$ cat src/rtl/rcfd_pkg.sv
// ----------------------------------------------------------------------------
// rcfd_pkg
// Shared types, constants and the CRC-8 fold for the RC channel frame decoder.
// ----------------------------------------------------------------------------
package rcfd_pkg;

  localparam int PayloadBytes = 22;
  localparam int Channels     = 16;
  localparam int ChanBits     = 11;
  localparam int PayloadBits  = PayloadBytes * 8;
  localparam int CountBits    = 9;
  localparam int FifoDepth    = 2;
  localparam int FifoPtrBits  = $clog2(FifoDepth);
  localparam int FifoCntBits  = $clog2(FifoDepth + 1);
  localparam int IdxBits      = $clog2(Channels);
  localparam int CfgIdxBits   = 2;
  localparam int MinFrameLen  = 5;
  localparam int HdrBytes     = 3;

  localparam logic [CountBits-1:0] CountMax = '1;

  // status codes
  localparam logic [2:0] StOk         = 3'd0;
  localparam logic [2:0] StTooShort   = 3'd1;
  localparam logic [2:0] StBadSync    = 3'd2;
  localparam logic [2:0] StLenMismat  = 3'd3;
  localparam logic [2:0] StWrongType  = 3'd4;
  localparam logic [2:0] StWrongPlen  = 3'd5;
  localparam logic [2:0] StCrcMismat  = 3'd6;

  // configuration register indexes
  localparam logic [CfgIdxBits-1:0] RegSyncValue    = 2'd0;
  localparam logic [CfgIdxBits-1:0] RegChannelsType = 2'd1;
  localparam logic [CfgIdxBits-1:0] RegCrcPoly      = 2'd2;

  localparam logic [7:0] SyncReset  = 8'd200;
  localparam logic [7:0] TypeReset  = 8'd22;
  localparam logic [7:0] PolyReset  = 8'd213;

  typedef struct packed {
    logic [7:0] sync_value;
    logic [7:0] channels_type;
    logic [7:0] crc_polynomial;
  } cfg_t;

  // one frame verdict handed from front to back
  typedef struct packed {
    logic [2:0]             status;
    logic [PayloadBits-1:0] payload;
  } job_t;

  function automatic logic [7:0] crc_fold(input logic [7:0] crc, input logic [7:0] b,
                                          input logic [7:0] poly);
    logic [7:0] c;
    c = crc ^ b;
    for (int k = 0; k < 8; k++) begin
      if (c[7]) begin
        c = {c[6:0], 1'b0} ^ poly;
      end else begin
        c = {c[6:0], 1'b0};
      end
    end
    return c;
  endfunction

endpackage

$ cat src/rtl/rcfd_front.sv
// ----------------------------------------------------------------------------
// rcfd_front
// Byte intake: counts, captures header and payload, folds CRC, judges frame.
// ----------------------------------------------------------------------------
module rcfd_front (
  input  logic          clk_i,
  input  logic          rst_ni,
  input  rcfd_pkg::cfg_t cfg_i,
  input  logic          in_valid_i,
  output logic          in_ready_o,
  input  logic [7:0]    rx_byte_i,
  input  logic          end_of_frame_i,
  input  logic          full_i,
  output logic          push_o,
  output rcfd_pkg::job_t job_o
);
  import rcfd_pkg::*;

  logic [CountBits-1:0] count_q, count_d;
  logic [7:0]           crc_q, crc_d;
  logic [7:0]           first_q, first_d;
  logic [7:0]           len_q, len_d;
  logic [7:0]           type_q, type_d;
  logic [7:0]           store_q [PayloadBytes];

  logic                 accept;
  logic [CountBits:0]   total_len;
  logic [CountBits:0]   len_plus2;
  logic [CountBits:0]   pay_off;
  logic [2:0]           status;

  assign in_ready_o = !full_i;
  assign accept     = in_valid_i && in_ready_o;
  assign push_o     = accept && end_of_frame_i;

  assign total_len = {1'b0, count_q} + (CountBits+1)'(1);
  assign len_plus2 = (CountBits+1)'(len_q) + (CountBits+1)'(2);
  assign pay_off   = {1'b0, count_q} - (CountBits+1)'(HdrBytes);

  always_comb begin
    if (total_len < (CountBits+1)'(MinFrameLen)) begin
      status = StTooShort;
    end else if (first_q != cfg_i.sync_value) begin
      status = StBadSync;
    end else if (len_plus2 != total_len) begin
      status = StLenMismat;
    end else if (type_q != cfg_i.channels_type) begin
      status = StWrongType;
    end else if (len_q != 8'(PayloadBytes + 2)) begin
      status = StWrongPlen;
    end else if (rx_byte_i != crc_q) begin
      status = StCrcMismat;
    end else begin
      status = StOk;
    end
  end

  always_comb begin
    job_o.status = status;
    for (int i = 0; i < PayloadBytes; i++) begin
      job_o.payload[i*8 +: 8] = store_q[i];
    end
  end

  always_comb begin
    count_d = count_q;
    crc_d   = crc_q;
    first_d = first_q;
    len_d   = len_q;
    type_d  = type_q;
    if (accept) begin
      if (end_of_frame_i) begin
        count_d = '0;
        crc_d   = '0;
        first_d = '0;
        len_d   = '0;
        type_d  = '0;
      end else begin
        if (count_q == CountBits'(0)) first_d = rx_byte_i;
        if (count_q == CountBits'(1)) len_d   = rx_byte_i;
        if (count_q == CountBits'(2)) type_d  = rx_byte_i;
        if (count_q >= CountBits'(2)) crc_d = crc_fold(crc_q, rx_byte_i, cfg_i.crc_polynomial);
        if (count_q != CountMax) count_d = count_q + CountBits'(1);
      end
    end
  end

  always_ff @(posedge clk_i or negedge rst_ni) begin
    if (!rst_ni) begin
      count_q <= '0;
      crc_q   <= '0;
      first_q <= '0;
      len_q   <= '0;
      type_q  <= '0;
    end else begin
      count_q <= count_d;
      crc_q   <= crc_d;
      first_q <= first_d;
      len_q   <= len_d;
      type_q  <= type_d;
    end
  end

  // payload bytes land at count - 3 while inside the payload window
  always_ff @(posedge clk_i) begin
    if (accept && !end_of_frame_i && count_q >= CountBits'(HdrBytes)
        && pay_off < (CountBits+1)'(PayloadBytes)) begin
      store_q[pay_off[$clog2(PayloadBytes)-1:0]] <= rx_byte_i;
    end
  end

endmodule

$ cat src/rtl/rcfd_fifo.sv
// ----------------------------------------------------------------------------
// rcfd_fifo
// Short queue of frame verdicts between the intake and the emitter.
// ----------------------------------------------------------------------------
module rcfd_fifo (
  input  logic           clk_i,
  input  logic           rst_ni,
  input  logic           push_i,
  input  rcfd_pkg::job_t job_i,
  output logic           full_o,
  input  logic           pop_i,
  output logic           valid_o,
  output rcfd_pkg::job_t job_o
);
  import rcfd_pkg::*;

  job_t                   mem_q [FifoDepth];
  logic [FifoPtrBits-1:0] wr_q, rd_q;
  logic [FifoCntBits-1:0] cnt_q, cnt_d;

  assign full_o  = cnt_q == FifoCntBits'(FifoDepth);
  assign valid_o = cnt_q != '0;
  assign job_o   = mem_q[rd_q];

  always_comb begin
    cnt_d = cnt_q;
    if (push_i && !pop_i) cnt_d = cnt_q + FifoCntBits'(1);
    if (!push_i && pop_i) cnt_d = cnt_q - FifoCntBits'(1);
  end

  always_ff @(posedge clk_i or negedge rst_ni) begin
    if (!rst_ni) begin
      wr_q  <= '0;
      rd_q  <= '0;
      cnt_q <= '0;
    end else begin
      cnt_q <= cnt_d;
      if (push_i) wr_q <= wr_q + FifoPtrBits'(1);
      if (pop_i)  rd_q <= rd_q + FifoPtrBits'(1);
    end
  end

  always_ff @(posedge clk_i) begin
    if (push_i) mem_q[wr_q] <= job_i;
  end

endmodule

$ cat src/rtl/rcfd_back.sv
// ----------------------------------------------------------------------------
// rcfd_back
// Emitter: turns a verdict into one status beat or sixteen channel beats.
// ----------------------------------------------------------------------------
module rcfd_back (
  input  logic           clk_i,
  input  logic           rst_ni,
  input  logic           job_valid_i,
  input  rcfd_pkg::job_t job_i,
  output logic           pop_o,
  output logic           out_valid_o,
  input  logic           out_ready_i,
  output logic [2:0]     frame_status_o,
  output logic [3:0]     channel_index_o,
  output logic [10:0]    channel_value_o,
  output logic           last_result_o
);
  import rcfd_pkg::*;

  logic                   active_q, active_d;
  logic [2:0]             status_q;
  logic [PayloadBits-1:0] pay_q;
  logic [IdxBits-1:0]     idx_q;

  logic                   out_valid_q;
  logic [2:0]             status_out_q;
  logic [3:0]             index_out_q;
  logic [10:0]            value_out_q;
  logic                   last_out_q;

  logic emit, emit_last, is_ok;

  assign is_ok     = status_q == StOk;
  assign emit      = active_q && (!out_valid_q || out_ready_i);
  assign emit_last = emit && (!is_ok || idx_q == IdxBits'(Channels - 1));
  assign pop_o     = job_valid_i && (!active_q || emit_last);

  always_comb begin
    active_d = active_q;
    if (pop_o) begin
      active_d = 1'b1;
    end else if (emit_last) begin
      active_d = 1'b0;
    end
  end

  always_ff @(posedge clk_i or negedge rst_ni) begin
    if (!rst_ni) begin
      active_q    <= 1'b0;
      out_valid_q <= 1'b0;
    end else begin
      active_q <= active_d;
      if (emit) begin
        out_valid_q <= 1'b1;
      end else if (out_ready_i) begin
        out_valid_q <= 1'b0;
      end
    end
  end

  // payload shifts down one channel per beat; channel n is always at the bottom
  always_ff @(posedge clk_i) begin
    if (pop_o) begin
      status_q <= job_i.status;
      pay_q    <= job_i.payload;
      idx_q    <= '0;
    end else if (emit) begin
      pay_q <= pay_q >> ChanBits;
      idx_q <= idx_q + IdxBits'(1);
    end
    if (emit) begin
      status_out_q <= status_q;
      index_out_q  <= is_ok ? 4'(idx_q) : 4'd0;
      value_out_q  <= is_ok ? pay_q[ChanBits-1:0] : 11'd0;
      last_out_q   <= emit_last;
    end
  end

  assign out_valid_o     = out_valid_q;
  assign frame_status_o  = status_out_q;
  assign channel_index_o = index_out_q;
  assign channel_value_o = value_out_q;
  assign last_result_o   = last_out_q;

endmodule

$ cat src/rtl/rc_channel_frame_decoder.sv
// ----------------------------------------------------------------------------
// rc_channel_frame_decoder
// RC channels frame decoder: byte intake, verdict queue, channel emitter.
// ----------------------------------------------------------------------------
// Takes one frame byte per cycle; the CRC-8 fold of a byte completes in the
// cycle it is accepted. On the byte flagged end_of_frame the frame is judged
// and the verdict, with a copy of the 22 payload bytes, goes into a two-entry
// queue, so the next frame can stream in at once. The emitter drains the
// queue at one result beat per cycle while out_ready is high: a good frame
// gives 16 beats (channels 0..15, last_result on channel 15), a bad frame one
// status beat. Intake stalls only while the queue is full, i.e. when frame
// ends arrive faster than the emitter delivers their beats. Config writes
// take effect the next cycle and are expected only while the block is idle.
// ----------------------------------------------------------------------------
module rc_channel_frame_decoder (
  input  logic        clk_i,
  input  logic        rst_ni,
  input  logic        cfg_we_i,
  input  logic [1:0]  cfg_index_i,
  input  logic [7:0]  cfg_wdata_i,
  input  logic        in_valid_i,
  output logic        in_ready_o,
  input  logic [7:0]  rx_byte_i,
  input  logic        end_of_frame_i,
  output logic        out_valid_o,
  input  logic        out_ready_i,
  output logic [2:0]  frame_status_o,
  output logic [3:0]  channel_index_o,
  output logic [10:0] channel_value_o,
  output logic        last_result_o
);
  import rcfd_pkg::*;

  cfg_t cfg_q;
  job_t push_job, head_job;
  logic push, full, head_valid, pop;

  always_ff @(posedge clk_i or negedge rst_ni) begin
    if (!rst_ni) begin
      cfg_q.sync_value     <= SyncReset;
      cfg_q.channels_type  <= TypeReset;
      cfg_q.crc_polynomial <= PolyReset;
    end else if (cfg_we_i) begin
      case (cfg_index_i)
        RegSyncValue:    cfg_q.sync_value     <= cfg_wdata_i;
        RegChannelsType: cfg_q.channels_type  <= cfg_wdata_i;
        RegCrcPoly:      cfg_q.crc_polynomial <= cfg_wdata_i;
        default: ;
      endcase
    end
  end

  rcfd_front u_front (
    .clk_i          (clk_i),
    .rst_ni         (rst_ni),
    .cfg_i          (cfg_q),
    .in_valid_i     (in_valid_i),
    .in_ready_o     (in_ready_o),
    .rx_byte_i      (rx_byte_i),
    .end_of_frame_i (end_of_frame_i),
    .full_i         (full),
    .push_o         (push),
    .job_o          (push_job)
  );

  rcfd_fifo u_fifo (
    .clk_i   (clk_i),
    .rst_ni  (rst_ni),
    .push_i  (push),
    .job_i   (push_job),
    .full_o  (full),
    .pop_i   (pop),
    .valid_o (head_valid),
    .job_o   (head_job)
  );

  rcfd_back u_back (
    .clk_i           (clk_i),
    .rst_ni          (rst_ni),
    .job_valid_i     (head_valid),
    .job_i           (head_job),
    .pop_o           (pop),
    .out_valid_o     (out_valid_o),
    .out_ready_i     (out_ready_i),
    .frame_status_o  (frame_status_o),
    .channel_index_o (channel_index_o),
    .channel_value_o (channel_value_o),
    .last_result_o   (last_result_o)
  );

endmodule
$ cat config.mk
export PLATFORM = sky130hd
export DESIGN_NAME = rc_channel_frame_decoder
export DESIGN_NICKNAME = d
export VERILOG_FILES = /design/src/rtl/rcfd_pkg.sv /design/src/rtl/rcfd_front.sv /design/src/rtl/rcfd_fifo.sv /design/src/rtl/rcfd_back.sv /design/src/rtl/rc_channel_frame_decoder.sv
export SDC_FILE = /design/constraint.sdc
export NUM_CORES = 1
export LEC_CHECK = 0
export ABC_AREA = 1
export BUFFER_PORTS_ARGS = -buffer_cell sky130_fd_sc_hd__buf_2
export CORE_MARGIN = 4
export CORE_UTILIZATION = 40
export DETAILED_ROUTE_END_ITERATION = 10
export PLACE_DENSITY = 0.59
export SETUP_SLACK_MARGIN = 0.02
export SLEW_MARGIN = 20
export SYNTH_ARGS = -nofsm -noshare
export SYNTH_HDL_FRONTEND = slang
export SYNTH_HIERARCHICAL = 1
export SYNTH_SLANG_ARGS = --single-unit
$ cat constraint.sdc
create_clock -name clk_i -period 10.8 [get_ports clk_i]
set_input_delay 0.54 -clock clk_i [delete_from_list [all_inputs] [get_ports clk_i]]
set_output_delay 0.54 -clock clk_i [all_outputs]
set_load 0.005 [all_outputs]
# Word-level counts from Yosys, hierarchy flattened
# Memories as Yosys holds them, arrays and structs flattened.
# Cells that the tools add are included.
# word_totals
register_bits,273
ramBits,534
input_bits,24
elab_cells,154
n_memories,2
# classes
n_addsub,9
n_lt_le_gt_ge,4
n_eq_ne,12
mux,57
bitwise,9
n_reduce_logical,41
# mem_list
name,words,word_bits,rd,rd_clocked_by_memory_dff,wr,line_no,text
u_fifo.mem_q,2,179,1,0,1,rcfd_fifo.sv:17,job_t mem_q [FifoDepth];
u_front.store_q,22,8,22,0,1,rcfd_front.sv:24,logic [7:0] store_q [PayloadBytes];
# op_table
op,count
$mux 176,2
$mux 8,37
$xor 8x8->8,9
$ne 8x8->1,3
$reduce_bool 2->1,10
$ge 9x2->1 const B,2
$mux 3,6
$mux 9,2
$reduce_and 2->1,8
$add 9x1->10 const B,1
$logic_and 1x1->1,10
$lt 10x3->1 const B,1
$lt 10x5->1 const B,1
$ne 10x10->1,1
$sub 9x2->10 const B,1
$add 8x2->9 const B,1
$add 9x1->9 const B,1
$eq 9x1->1 const B,1
$eq 9x2->1 const B,1
$logic_not 9->1,1
$ne 9x9->1 const B,1
$mux 1,8
$ne 8x5->1 const B,1
$logic_not 1->1,7
11 further kinds,16

# Longest topological paths before layout
# Gate-level depths: netlist of the first run.
# logic_depth
depth_word,40
mapped_depth,30

# By module
# Netlist of the first run, hierarchy kept.
# modules_own_cells
mod,n_inst,cells_per_inst,area_each_um2,seq_area_each_um2
rcfd_fifo,1,959,14052.2,10850.4
rcfd_front,1,827,9437.8,6311.1
rcfd_back,1,844,8778.4,6075.8
rc_channel_frame_decoder,1,107,1064.8,614.3

# Least setup slack after synthesis of the first run
# OpenSTA, ideal clock, no wires.
# synth_path
path_type,reg2reg
startpoint,register u_fifo.cnt_q[1]
endpoint,memory u_fifo/mem_q[0][0] (netlist name) (enable)
setup_time_ps,720
t_arrival_ps,8377
required_ps,10080
setup_slack_ps,1703
stages_incl_launch_ff,8
n_path_buf,0
cell_sequence,dfrtp_1 > inv_1 > nor2_1 > inv_1 > nand2_1 > nor2_1 > inv_1 > nor2_1
# synth_between
elab_chain_len,6
# synth_rtl
item,line_no,text
start: declaration,rcfd_fifo.sv:19,"logic [FifoCntBits-1:0] cnt_q, cnt_d;"
start signal: assignment,rcfd_fifo.sv:37,cnt_q <= cnt_d;
$eq 2x2->1,rcfd_fifo.sv:21,assign full_o = cnt_q == FifoCntBits'(FifoDepth);
via full,rc_channel_frame_decoder.sv:36,"logic push, full, head_valid, pop;"
$logic_not 1->1,rcfd_front.sv:32,assign in_ready_o = !full_i;
via in_ready_o,rc_channel_frame_decoder.sv:22,"output logic in_ready_o,"
$logic_and 1x1->1,rcfd_front.sv:33,assign accept = in_valid_i && in_ready_o;
$logic_and 1x1->1,rcfd_front.sv:34,assign push_o = accept && end_of_frame_i;
via push,rc_channel_frame_decoder.sv:36,
$mux 1,rcfd_fifo.sv:44,if (push_i) mem_q[wr_q] <= job_i;
$mux 1 (implied by the code),rcfd_fifo.sv:44,
end: declaration,rcfd_fifo.sv:17,
# The timed path passes the listed nets, and every way through them passes these cells.

# Final worst setup path of the first run
# layout_path
startpoint,register u_back.active_q
endpoint,register u_back.pay_q[162] (enable)
# layout_between
elab_chain_len,5
word_cells_on_any_way,6
cone_classes,reduce/logical (6)
# layout_rtl
item,line_no,text
start: declaration,rcfd_back.sv:20,"logic active_q, active_d;"
start signal: assignment,rcfd_back.sv:52,active_q <= active_d;
$logic_and 1x1->1 (*),rcfd_back.sv:34,assign emit = active_q && (!out_valid_q || out_ready_i);
via u_back.emit,rcfd_back.sv:31,"logic emit, emit_last, is_ok;"
$logic_and 1x1->1,rcfd_back.sv:35,assign emit_last = emit && (!is_ok || idx_q == IdxBits'(Channels - 1));
$logic_or 1x1->1,rcfd_back.sv:36,assign pop_o = job_valid_i && (!active_q || emit_last);
$logic_and 1x1->1,rcfd_back.sv:36,
$reduce_bool 2->1 (no source line) (*),--,
end signal: assignment,rcfd_back.sv:65,pay_q <= job_i.payload;
end signal: assignment,rcfd_back.sv:68,pay_q <= pay_q >> ChanBits;
end: declaration,rcfd_back.sv:22,logic [PayloadBits-1:0] pay_q;
# Mark *: on every way through the listed nets, which the timed path passes. The rest lies on a longest branch.
# A chain may end at the register's enable or synchronous reset.

==> out/summary.txt, run 1 <==
Die Footprint -> 88000 sq um
Avg Inst Size Synth -> 12.2 sq um
Critical setup path kind -> flop to flop
Clock-pin slew on the worst setup and hold paths -> 0.06 ns
Post-synth cell types -> 44
PortBufs -> 44
Routed Wire Length -> 67700 um
Slew headroom -> 31.4%
Crit-path max FO -> 113
Place WS -> 5.89 ns
Clk buf depth -> 3
Share of the yosys chip area belonging to registers -> 71.6%
Final Max Tran Viols -> 0
CP Capture Type -> flop
Final count of negative-setup-slack endpoints -> 0
DP HPWL -> 37800 um
Ant. Diodes -> 0
CP required -> 11.03 ns
DRC viols -> 0
Post-DRT Antenna Nets -> 0
Chip width -> 297 um
Starting Density -> 40.5%
Pre-Repair DR Iteration Count -> 5
Initial antenna violation count -> 5
Commonest non-fill, non-tap cell in the layout -> nand2_1
Setup ws final -> 6.14 ns
Setup Skew -> 0.0289 ns
Warnings, synthesis -> 6
Worst Path Arrival -> 4.90 ns
Max Cap Violations -> 0
Post-synthesis cell count -> 2737
Leak pwr -> 14.7 nW
Vias per cell -> 4.95
Hold Crit Class -> input port to async pin
Maximum VDD drop -> 0.256 mV
Tot GR Track Use -> 15.5%
Grt total ovfl -> 0
Layout Nets -> 2805
H-Tree Depth -> 3
Row cnt -> 105
Status -> finished clean
Clock root cell -> clkbuf_16
Sink Count -> 807
Synth Register Bits -> 807
Unrepaired setup endpoints after global routing -> false
Vias -> 19.3k
Syn_nets -> 2771
Routability congestion estimate -> 0.812
P&R area growth vs syn -> 11.2%
Hold buffers post-CTS -> 0
CTS resizes -> 0
Post-DP Area -> 34300 sq um
Die height -> 297 um
Skew-Pair Late Insertion Delay -> 0.63 ns
Syn Std Cell Area -> 33300 sq um
Most frequent cells in the layout -> nand2_1 (786), edfxtp_1 (732), inv_1 (298)
TritonCTS Buffers -> 83
CTS tree -> yes
Vias in the first global route -> 19.3k
Initial DRC Count -> 1667
Worst slew pin tran -> 1.00 ns
DR WL/cell -> 17.3 um
Final instance area -> 37100 sq um
Crit start category -> flop
Layout cells sized above 1 -> 13.5%
FMAX -> 214 MHz
Pwr per Cell Area -> 288 nW/um^2
Ports -> 45
Setup bufs post-CTS -> 0
Largest net degree at the start of global routing -> 132
Hold Violations, Final -> 0
Tcrit/Tclk final -> 43.2%
Min Tclk post-route -> 4.66 ns
First-pass GRT wire length -> 107000 um
Core Box Area -> 82400 sq um
Setup TNS -> 0 ns
power by group:
part	total, mW	leakage (nW)	internal, mW	switching [mW]
combinational	3.11	5.54	0.889	2.22
clock	2.87	1.35	1.69	1.18
sequential	4.68	7.82	4.38	0.300
total	10.7	14.7	6.96	3.70
flip-flops by register name, indices dropped and copies added (netlist names), 2 cells and up:
signal	count
u_back/status_q	3
u_front/first_q	8
u_fifo/mem_q	358
cfg_q	24
u_back/idx_q	4
u_fifo/cnt_q	2
u_back/channel_index_o	4
u_back/pay_q	176
u_back/frame_status_o	3
u_front/count_q	9
u_front/len_q	8
u_back/channel_value_o	11
u_front/store_q	176
u_front/type_q	8
u_front/crc_q	8
worst paths after layout:
path | from | endpoint | slack, ns | cells past startpoint
worst max-delay path | u_back/active_q$_DFFE_PN0P_ | u_back/pay_q[162]$_DFFE_PP_ | 6.14 | 7
worst min-delay path | rst_ni | cfg_q[13]$_DFFE_PN0P_ | 0.06 | 1
worst max register to register | u_back/active_q$_DFFE_PN0P_ | u_back/pay_q[162]$_DFFE_PP_ | 6.14 | 7
worst min register to register | u_front/store_q[20][6]$_DFFE_PP_ | u_fifo/mem_q[0][166]$_DFFE_PP_ | 0.42 | 0
max in group asynchronous | rst_ni | u_fifo/rd_q$_DFFE_PN0P_ | 10.02 | 1
min in group clk_i | cfg_wdata_i[3] | cfg_q[19]$_DFFE_PN1P_ | 0.17 | 3
stage by stage:
step	total power, mW	util (%)	cells	hold slack (ns)
2_1_floorplan	7.26	-	2737	0.244
3_3_place_gp	7.83	41.6	3756	0.422
3_5_place_dp	7.90	41.6	3756	0.430
4_1_cts	10.8	45.0	3908	0.0679
5_1_grt	11.4	45.0	3908	0.121
6_report	10.7	45.0	3908	0.0604
per-layer routing:
| metal | part of all wire [%] | track usage [%] | up-vias |
|---|---|---|---|
| li1 | - | - | 9343 |
| met1 | 43 | 20.1 | 9429 |
| met4 | 2.5 | 4.80 | 0 |
| met5 | 0 | 0 | - |
| met2 | 50 | 27.1 | 445 |
| met3 | 5.2 | 2.54 | 116 |
cell families after synthesis:
family	synth area share [%]
AOI/OAI and AO/OA	5.13
adders and majority gates	0.375
buffers and inverters	5.99
and+or+nand+nor	15.4
DFF	71.6
xor gates and xnor gates	1.55
cells in the mapped netlist, drive strengths merged:
cell	number	area (sq um)
o211ai	1	7.51
or2	5	31.3
nand4	23	144
ha	10	125
nor3b	1	7.51
nor4	3	18.8
xor2	36	315
inv	306	1150
xnor2	23	201
a21boi	1	7.51
and3b	1	8.76
nand3	248	1300
buf	81	708
dfrtp	60	1500
edfxtp	732	22000
o22ai	8	50.1
nor3	3	15.0
dfxtp	4	80.1
o2111ai	2	17.5
o31ai	2	20.0
a21oi	3	15.0
nand2	816	3200
a41oi	2	17.5
o21ai	218	1540
nor2	96	399
dfstp	11	289
clkbuf	36	139
a2111oi	4	35.0
nand3b	1	7.51
worst max-delay path, cell delays in order (launching register included):
cell,delay [ns]
dfrtp_1,0.46
nand2_2,0.17
inv_2,0.40
nand2_2,0.18
nand2_8,0.53
nand2_8,0.61
nand2_4,0.85
buf_4,0.75
cell type report:
cell class                 instances  area [sq um]
multi-input combinational       1507          7540
clock buffer                      99          2170
clock inverter                    53           593
fill                            7270         45300
tap                             1070          1340
inverter                         306          1150
sequential                       807         23900
timing repair buffer              66           400
Power figures use the tool's default switching activity.
==> run 2: changes to the inputs <==
--- a/config.mk
+++ b/config.mk
@@ -5,12 +5,12 @@
 export SDC_FILE = /design/constraint.sdc
 export NUM_CORES = 1
 export LEC_CHECK = 0
-export ABC_AREA = 1
+export ABC_AREA = 0
 export BUFFER_PORTS_ARGS = -buffer_cell sky130_fd_sc_hd__buf_2
 export CORE_MARGIN = 4
 export CORE_UTILIZATION = 40
 export DETAILED_ROUTE_END_ITERATION = 10
-export PLACE_DENSITY = 0.59
+export PLACE_DENSITY = 0.61
 export SETUP_SLACK_MARGIN = 0.02
 export SLEW_MARGIN = 20
 export SYNTH_ARGS = -nofsm -noshare
==> constraint.sdc (replaced) <==
create_clock -name clk_i -period 3.9 [get_ports clk_i]
set_input_delay 0.195 -clock clk_i [delete_from_list [all_inputs] [get_ports clk_i]]
set_output_delay 0.195 -clock clk_i [all_outputs]
set_load 0.005 [all_outputs]
==> run 2 against run 1 <==
- final cell count fell by 20%
- largest power group unchanged
- largest cell class unchanged
- sequential share of layout area fell by 1.9 points
- critical path depth rose by 6
- die area fell by 0.45%
- critical endpoint is now u_front/crc_q[7]$_DFFE_PN0P_
- sequential power rose to 2.7 times the previous value
- critical path type unchanged
- first-iteration DRC count fell by 36%
- combinational power rose to 3.2 times the previous value
- hold slack improved by 0.040 ns
- clock power rose to 2.7 times the previous value
- sequential cell count did not move
- area after synthesis fell by 0.47%
==> out/summary.txt, run 2 <==
H-Tree Depth -> 3 (unchanged)
Commonest non-fill, non-tap cell in the layout -> edfxtp_1
Crit-path max FO -> 15 (-87%)
Pwr per Cell Area -> 793 nW/um^2 (+180%)
Vias in the first global route -> 16.6k (-14%)
Max Cap Violations -> 0 (unchanged)
Final count of negative-setup-slack endpoints -> 0 (unchanged)
Post-synth EDFFs -> 732 (unchanged)
Hold Slack -> 0.101 ns (+0.0405 ns)
Post-synth top flop -> edfxtp_1
Post-synthesis cell count -> 1833 (-33%)
Tot GR Track Use -> 14.7% (-0.81 points)
Syn_nets -> 1867 (-33%)
Skew-Pair Late Insertion Delay -> 0.63 ns (about the same)
CP Capture Type -> flop
Min Tclk post-route -> 3.77 ns (-0.891 ns)
Place WS -> -0.0463 ns (-5.93 ns)
Grt total ovfl -> 0 (unchanged)
Vias -> 16.0k (-17%)
Setup TNS -> 0 ns (unchanged)
Slew headroom -> 35.5% (+4.1 points)
CP most frequent cell -> xnor2_1
Slowest stage cell, crit path -> dfstp_4
Largest net degree at the start of global routing -> 112 (-15%)
Worst path max stage delay -> 0.72 ns (-0.13 ns)
Worst path bufs/invs -> 1 (-1)
Initial DRC Count -> 1067 (-36%)
Post-DRT Antenna Nets -> 0 (unchanged)
Clock-pin slew on the worst setup and hold paths -> 0.06 ns (about the same)
FMAX -> 265 MHz (+24%)
Synth area leader -> edfxtp_1
Largest cells by area after synthesis -> edfxtp_1 (66%), mux2_4 (11%), dfrtp_1 (4.5%)
P&R area growth vs syn -> 15.1%
Switch share -> 28.5% (-6.2 points)
PortBufs -> 44 (unchanged)
Final instance area -> 38200 sq um (+3.1%)
CTS tree -> yes
Vias per cell -> 5.09 (+2.9%)
Clock root cell -> clkbuf_16
Setup Skew -> 0.0296 ns (+0.000733 ns)
Total Power -> 30.3 mW (+180%)
DP HPWL -> 37300 um (-1.3%)
Unrepaired setup endpoints after global routing -> true
Layout Nets -> 2042 (-27%)
Share of the yosys chip area belonging to registers -> 71.9% (+0.33 points)
Max FFs per register -> 358 (unchanged)
Worst Path Arrival -> 4.27 ns (-0.63 ns)
First-pass GRT wire length -> 98600 um (-7.5%)
Post-synth ARST share -> 8.80% (unchanged)
Ports -> 45 (unchanged)
Maximum VDD drop -> 0.550 mV (+110%)
Row cnt -> 105 (unchanged)
Reg2reg path depth -> 13 (+6)
Starting Density -> 40.4% (-0.059 points)
Syn Std Cell Area -> 33200 sq um (-0.47%)
Final Max Tran Viols -> 0 (unchanged)
CP Cell Sequence -> nor2_1 > a2111oi_1 > nor3b_2 > o21ai_0 > xnor2_1 > xnor2_1 > xnor2_2 > buf_4 > nand2_1 > a31o_4 > a21oi_1 > xnor3_1 > a22o_1
Setup ws final -> 0.128 ns (-6.01 ns)
Pre-Repair DR Iteration Count -> 5 (unchanged)
Inst Count DP -> 2970 (-21%)
Warnings, synthesis -> 6 (unchanged)
Hold Crit Class -> input port to flop
Sink Count -> 807 (unchanged)
Pint -> 21.7 mW (+210%)
Sequential share of power -> 41.6% (-2.3 points)
Clk buf depth -> 3 (unchanged)
Critical setup path kind -> flop to flop
Layout cells sized above 1 -> 33.6% (+20 points)
Fin cells -> 3144 (-20%)
Most numerous cell in the Yosys netlist -> edfxtp_1
Chip width -> 296 um (-0.23%)
Most frequent cells in the layout -> edfxtp_1 (732), mux2_4 (240), mux2_2 (128)
Post-DP Area -> 35100 sq um (+2.5%)
Combinational power share -> 32.8% (+3.6 points)
Die Footprint -> 87600 sq um (-0.45%)
Status -> finished clean
CP top delay family -> XOR/XNOR gates
Largest Register -> u_fifo/mem_q
DR WL/cell -> 20.6 um (+19%)
Routed Wire Length -> 64700 um (-4.5%)
Initial antenna violation count -> 3 (-2)
DRC viols -> 0 (unchanged)
Finished Core Util -> 46.5% (+1.5 points)
Avg Inst Size Synth -> 18.1 sq um (+49%)
NetSw -> 8.62 mW (+130%)
Clock power share -> 25.6% (-1.3 points)
Hold Violations, Final -> 0 (unchanged)
Tcrit/Tclk final -> 96.7% (+54 points)
Core Box Area -> 82100 sq um (-0.32%)
Routability congestion estimate -> 0.829 (+2.2%)
List of most frequent post-synthesis cells -> edfxtp_1 (732), mux2_4 (240), mux2_2 (128)
CP required -> 4.40 ns (-6.63 ns)
Yosys top cell area share -> 66.3% (+0.31 points)
Worst slew pin tran -> 0.959 ns (-0.0438 ns)
Die height -> 296 um (-0.23%)
Critical Path Stages -> 13 (+6)
TritonCTS Buffers -> 83 (unchanged)
Hold Path Depth -> 3
Post-synth cell types -> 74 (+68%)
Crit start category -> flop
Synth Register Bits -> 807 (unchanged)
Leak pwr -> 13.8 nW (-6.3%)
## run 2: final cells by class
type,instances,area [sq um]
Antenna cell,2,5.00
Clock buffer,106,2180
Clock inverter,43,510
Fill cell,6905,43900
Inverter,24,90.1
Multi-Input combinational cell,928,8910
Sequential cell,807,23900
Tap cell,1070,1340
Timing Repair Buffer,164,1290
## run 2: worst min-delay path: stages
cell and delay, ns:
buf_2 0.12, nor3b_4 0.16, mux2_2 0.22
## run 2: metal layers
layer	part of all wire, %	wire length (um)	global-route usage [%]
met5	0	0	0
met4	2.5	1630	4.38
met3	3.1	2030	2.31
met2	52	33500	26.3
met1	43	27500	18.6
## run 2: repair_timing
action	in CTS	in global routing
gates resized for setup	7	20
pin swaps	2	10
hold buffers	13	0
cloned	0	0
setup buffers	3	7
endpoints found under the hold margin	87	0
setup endpoints to repair	1	7
## run 2: cell families after synthesis
logic type	synth area share, %
AO/OA/AOI/OAI	3.16
XOR/XNOR	2.91
adder cells (fa/ha/maj)	0.377
buffers and inverters	1.80
flip-flops	71.9
multiplexers	15.5
AND/OR/NAND/NOR	4.40
## run 2: power by group through the flow
stage | combinational (mW) | sequential (mW) | clock [mW]
after global routing | 10.7 | 12.8 | 8.34
after global placement | 9.61 | 12.7 | 0
after detailed placement | 9.67 | 12.8 | 0
after CTS | 9.78 | 12.6 | 7.96
after floorplan | 7.68 | 12.6 | 0
final | 9.93 | 12.6 | 7.75
## run 2: path summary, 6_finish.rpt
path                            slack, ns                        endpoint                             start
min in group asynchronous            0.24  u_front/first_q[4]$_DFFE_PN0P_                            rst_ni
max in group asynchronous            2.95         u_fifo/rd_q$_DFFE_PN0P_                            rst_ni
worst min register to register       0.44   u_fifo/mem_q[1][95]$_DFFE_PP_  u_front/store_q[11][7]$_DFFE_PP_
worst max register to register       0.13    u_front/crc_q[7]$_DFFE_PN0P_              cfg_q[6]$_DFFE_PN1P_
worst min-delay path                 0.10           cfg_q[18]$_DFFE_PN0P_                          cfg_we_i
worst max-delay path                 0.13    u_front/crc_q[7]$_DFFE_PN0P_              cfg_q[6]$_DFFE_PN1P_
==> run 3: changes to the inputs <==
--- a/config.mk
+++ b/config.mk
@@ -8,9 +8,9 @@
 export ABC_AREA = 0
 export BUFFER_PORTS_ARGS = -buffer_cell sky130_fd_sc_hd__buf_2
 export CORE_MARGIN = 4
-export CORE_UTILIZATION = 40
+export CORE_UTILIZATION = 57
 export DETAILED_ROUTE_END_ITERATION = 10
-export PLACE_DENSITY = 0.61
+export PLACE_DENSITY = 0.8
 export SETUP_SLACK_MARGIN = 0.02
 export SLEW_MARGIN = 20
 export SYNTH_ARGS = -nofsm -noshare
==> run 3 against run 2 <==
- sequential power barely moved
- register-to-register slack got worse by 0.02 ns
- clock power fell by 6.5%
- count of clock-buffer cells in the layout fell by 9
- combinational power rose by 5%
- clock skew fell by 0.010 ns
- sequential share of layout area rose by 0.77 points
- first-iteration DRC count rose by 55%
- critical path depth rose by 3
- final cell count fell by 10%
- largest cell class unchanged
- largest power group unchanged
==> out/summary.txt, run 3 (synthesis results as in run 2) <==
Status -> finished clean
Layout Nets -> 2036 (-0.29%)
CP Capture Type -> flop
Tcrit/Tclk final -> 97.2% (+0.53 points)
Min Tclk post-route -> 3.79 ns (+0.0206 ns)
Total Power -> 30.4 mW (+0.43%)
Maximum VDD drop -> 0.906 mV (+65%)
Commonest non-fill, non-tap cell in the layout -> edfxtp_1
Setup ws final -> 0.108 ns (-0.0206 ns)
Worst R2R End -> u_front/crc_q[6]$_DFFE_PN0P_
Die Footprint -> 62100 sq um (-29%)
DP HPWL -> 38800 um (+3.9%)
Pwr per Cell Area -> 806 nW/um^2 (+1.7%)
Vias per cell -> 5.81 (+14%)
Ant. Diodes -> 0 (-2)
Post-DP Area -> 34800 sq um (-0.97%)
Reg2reg path depth -> 16 (+3)
Die height -> 249 um (-16%)
H-Tree Depth -> 3 (unchanged)
Largest net degree at the start of global routing -> 109 (-2.7%)
Max FFs per register -> 358 (unchanged)
Critical setup path kind -> flop to flop
Sink Count -> 807 (unchanged)
Slew headroom -> 31.9% (-3.6 points)
Layout cells sized above 1 -> 34.6% (+0.99 points)
PortBufs -> 44 (unchanged)
Finished Core Util -> 65.4% (+19 points)
Vias in the first global route -> 17.2k (+3.7%)
DRC viols -> 0 (unchanged)
Hold Violations, Final -> 0 (unchanged)
R2R Path Start -> u_front/crc_q[7]$_DFFE_PN0P_
Max Cap Violations -> 0 (unchanged)
Core Box Area -> 57700 sq um (-30%)
Hold Crit Class -> input port to flop
Tot GR Track Use -> 21.3% (+6.5 points)
Leak pwr -> 13.7 nW (-0.56%)
Pre-Repair DR Iteration Count -> 7 (+2)
Routed Wire Length -> 67300 um (+4.0%)
P&R area growth vs syn -> 13.7%
FF-to-FF setup slack -> 0.11 ns (-0.02 ns)
Clock-pin slew on the worst setup and hold paths -> 0.06 ns (about the same)
Largest Register -> u_fifo/mem_q
Setup Skew -> 0.0192 ns (-0.0104 ns)
Chip width -> 249 um (-16%)
Unrepaired setup endpoints after global routing -> true
Crit start category -> flop
TritonCTS Buffers -> 78 (-6.0%)
Place WS -> -0.0872 ns (-0.0410 ns)
Worst Setup EP -> u_front/crc_q[6]$_DFFE_PN0P_
Grt total ovfl -> 0 (unchanged)
Final count of negative-setup-slack endpoints -> 0 (unchanged)
Starting Density -> 57.5% (+17 points)
DR WL/cell -> 23.8 um (+16%)
CTS tree -> yes
Final instance area -> 37700 sq um (-1.2%)
Clock root cell -> clkbuf_16
Fillers -> 3753 (-46%)
First-pass GRT wire length -> 102000 um (+3.5%)
Vias -> 16.4k (+2.6%)
Clk buf depth -> 3 (unchanged)
Worst slew pin tran -> 1.02 ns (+0.0621 ns)
Crit path launch -> u_front/crc_q[7]$_DFFE_PN0P_
Post-DRT Antenna Nets -> 0 (unchanged)
Hold Slack -> 0.0488 ns (-0.0522 ns)
FMAX -> 264 MHz (-0.54%)
Skew-Pair Late Insertion Delay -> 0.61 ns (-0.02 ns)
Crit-path max FO -> 4 (-11)
Final Max Tran Viols -> 0 (unchanged)
Most frequent cells in the layout -> edfxtp_1 (732), mux2_4 (240), mux2_2 (128)
Row cnt -> 88 (-16%)
Routability congestion estimate -> 0.822 (-0.90%)
CP required -> 4.39 ns (about the same)
Ports -> 45 (unchanged)
Initial antenna violation count -> 1 (-2)
Initial DRC Count -> 1658 (+55%)
Worst Path Arrival -> 4.28 ns (about the same)
==> run 3: where the power goes <==
group / total, mW / leakage, nW / internal [mW] / switching (mW)
clock network: 7.25 / 1.19 / 4.16 / 3.09
logic: 10.4 / 4.82 / 5.44 / 4.93
registers: 12.8 / 7.71 / 11.9 / 0.901
total: 30.4 / 13.7 / 21.5 / 8.92
==> run 3: how the worst min path moves through the flow <==
stage	start	cells after the start	slack [ns]	to
2_1_floorplan	rst_ni	0	-0.10	cfg_q[11]$_DFFE_PN0P_
3_3_place_gp	rst_ni	1	0.28	u_front/count_q[4]$_DFFE_PN0P_
3_5_place_dp	rst_ni	1	0.28	u_front/count_q[4]$_DFFE_PN0P_
4_1_cts	cfg_index_i[0]	3	0.02	cfg_q[21]$_DFFE_PN0P_
5_1_grt	cfg_index_i[1]	3	0.05	cfg_q[21]$_DFFE_PN0P_
6_report	cfg_index_i[0]	3	0.05	cfg_q[18]$_DFFE_PN0P_
==> run 3: what timing repair did <==
action,CTS,global route
resized for setup,3,59
setup endpoints to repair,3,7
endpoints found under the hold margin,53,0
pin swaps,0,26
hold buffers,10,0
setup buffers,0,6
==> run 3: area by class of cell <==
class	count	area (sq um)	share of cell area, %
clock buffers	97	2060	5.47
clock inverters	40	377	0.998
inverters	24	90.1	0.239
multi-input cells	928	9090	24.1
flip-flops and latches	807	23900	63.2
well taps	765	957	2.54
repair buffers	163	1290	3.42
==> run 3: through the flow <==
step	std cells	TNS, ns
2_1_floorplan	1833	-25.13
3_5_place_dp	2671	-0.114
3_3_place_gp	2671	-0.0818
5_1_grt	2824	-0.0499
6_report	2824	0
4_1_cts	2818	0
==> run 3: critical path, stage by stage, from the launching register on <==
cell and delay (ns):
dfrtp_2 0.45, buf_6 0.15, xnor2_4 0.13, buf_6 0.14, xnor2_4 0.20, xnor2_1 0.10, a2111o_1 0.47, o211ai_1 0.16
buf_4 0.17, mux2i_2 0.28, xnor2_2 0.18, xor2_2 0.21, buf_4 0.15, nand2_1 0.05, xnor3_1 0.39, xnor2_2 0.19
a22o_1 0.24
==> run 3: layer usage <==
layer  wire [um]  share of wire [%]  GRT usage [%]
met1       26500                 39           27.1
met2       35700                 53           38.0
met3        3120                4.6           3.31
met4        2030                3.0           6.26
met5           0                  0              0
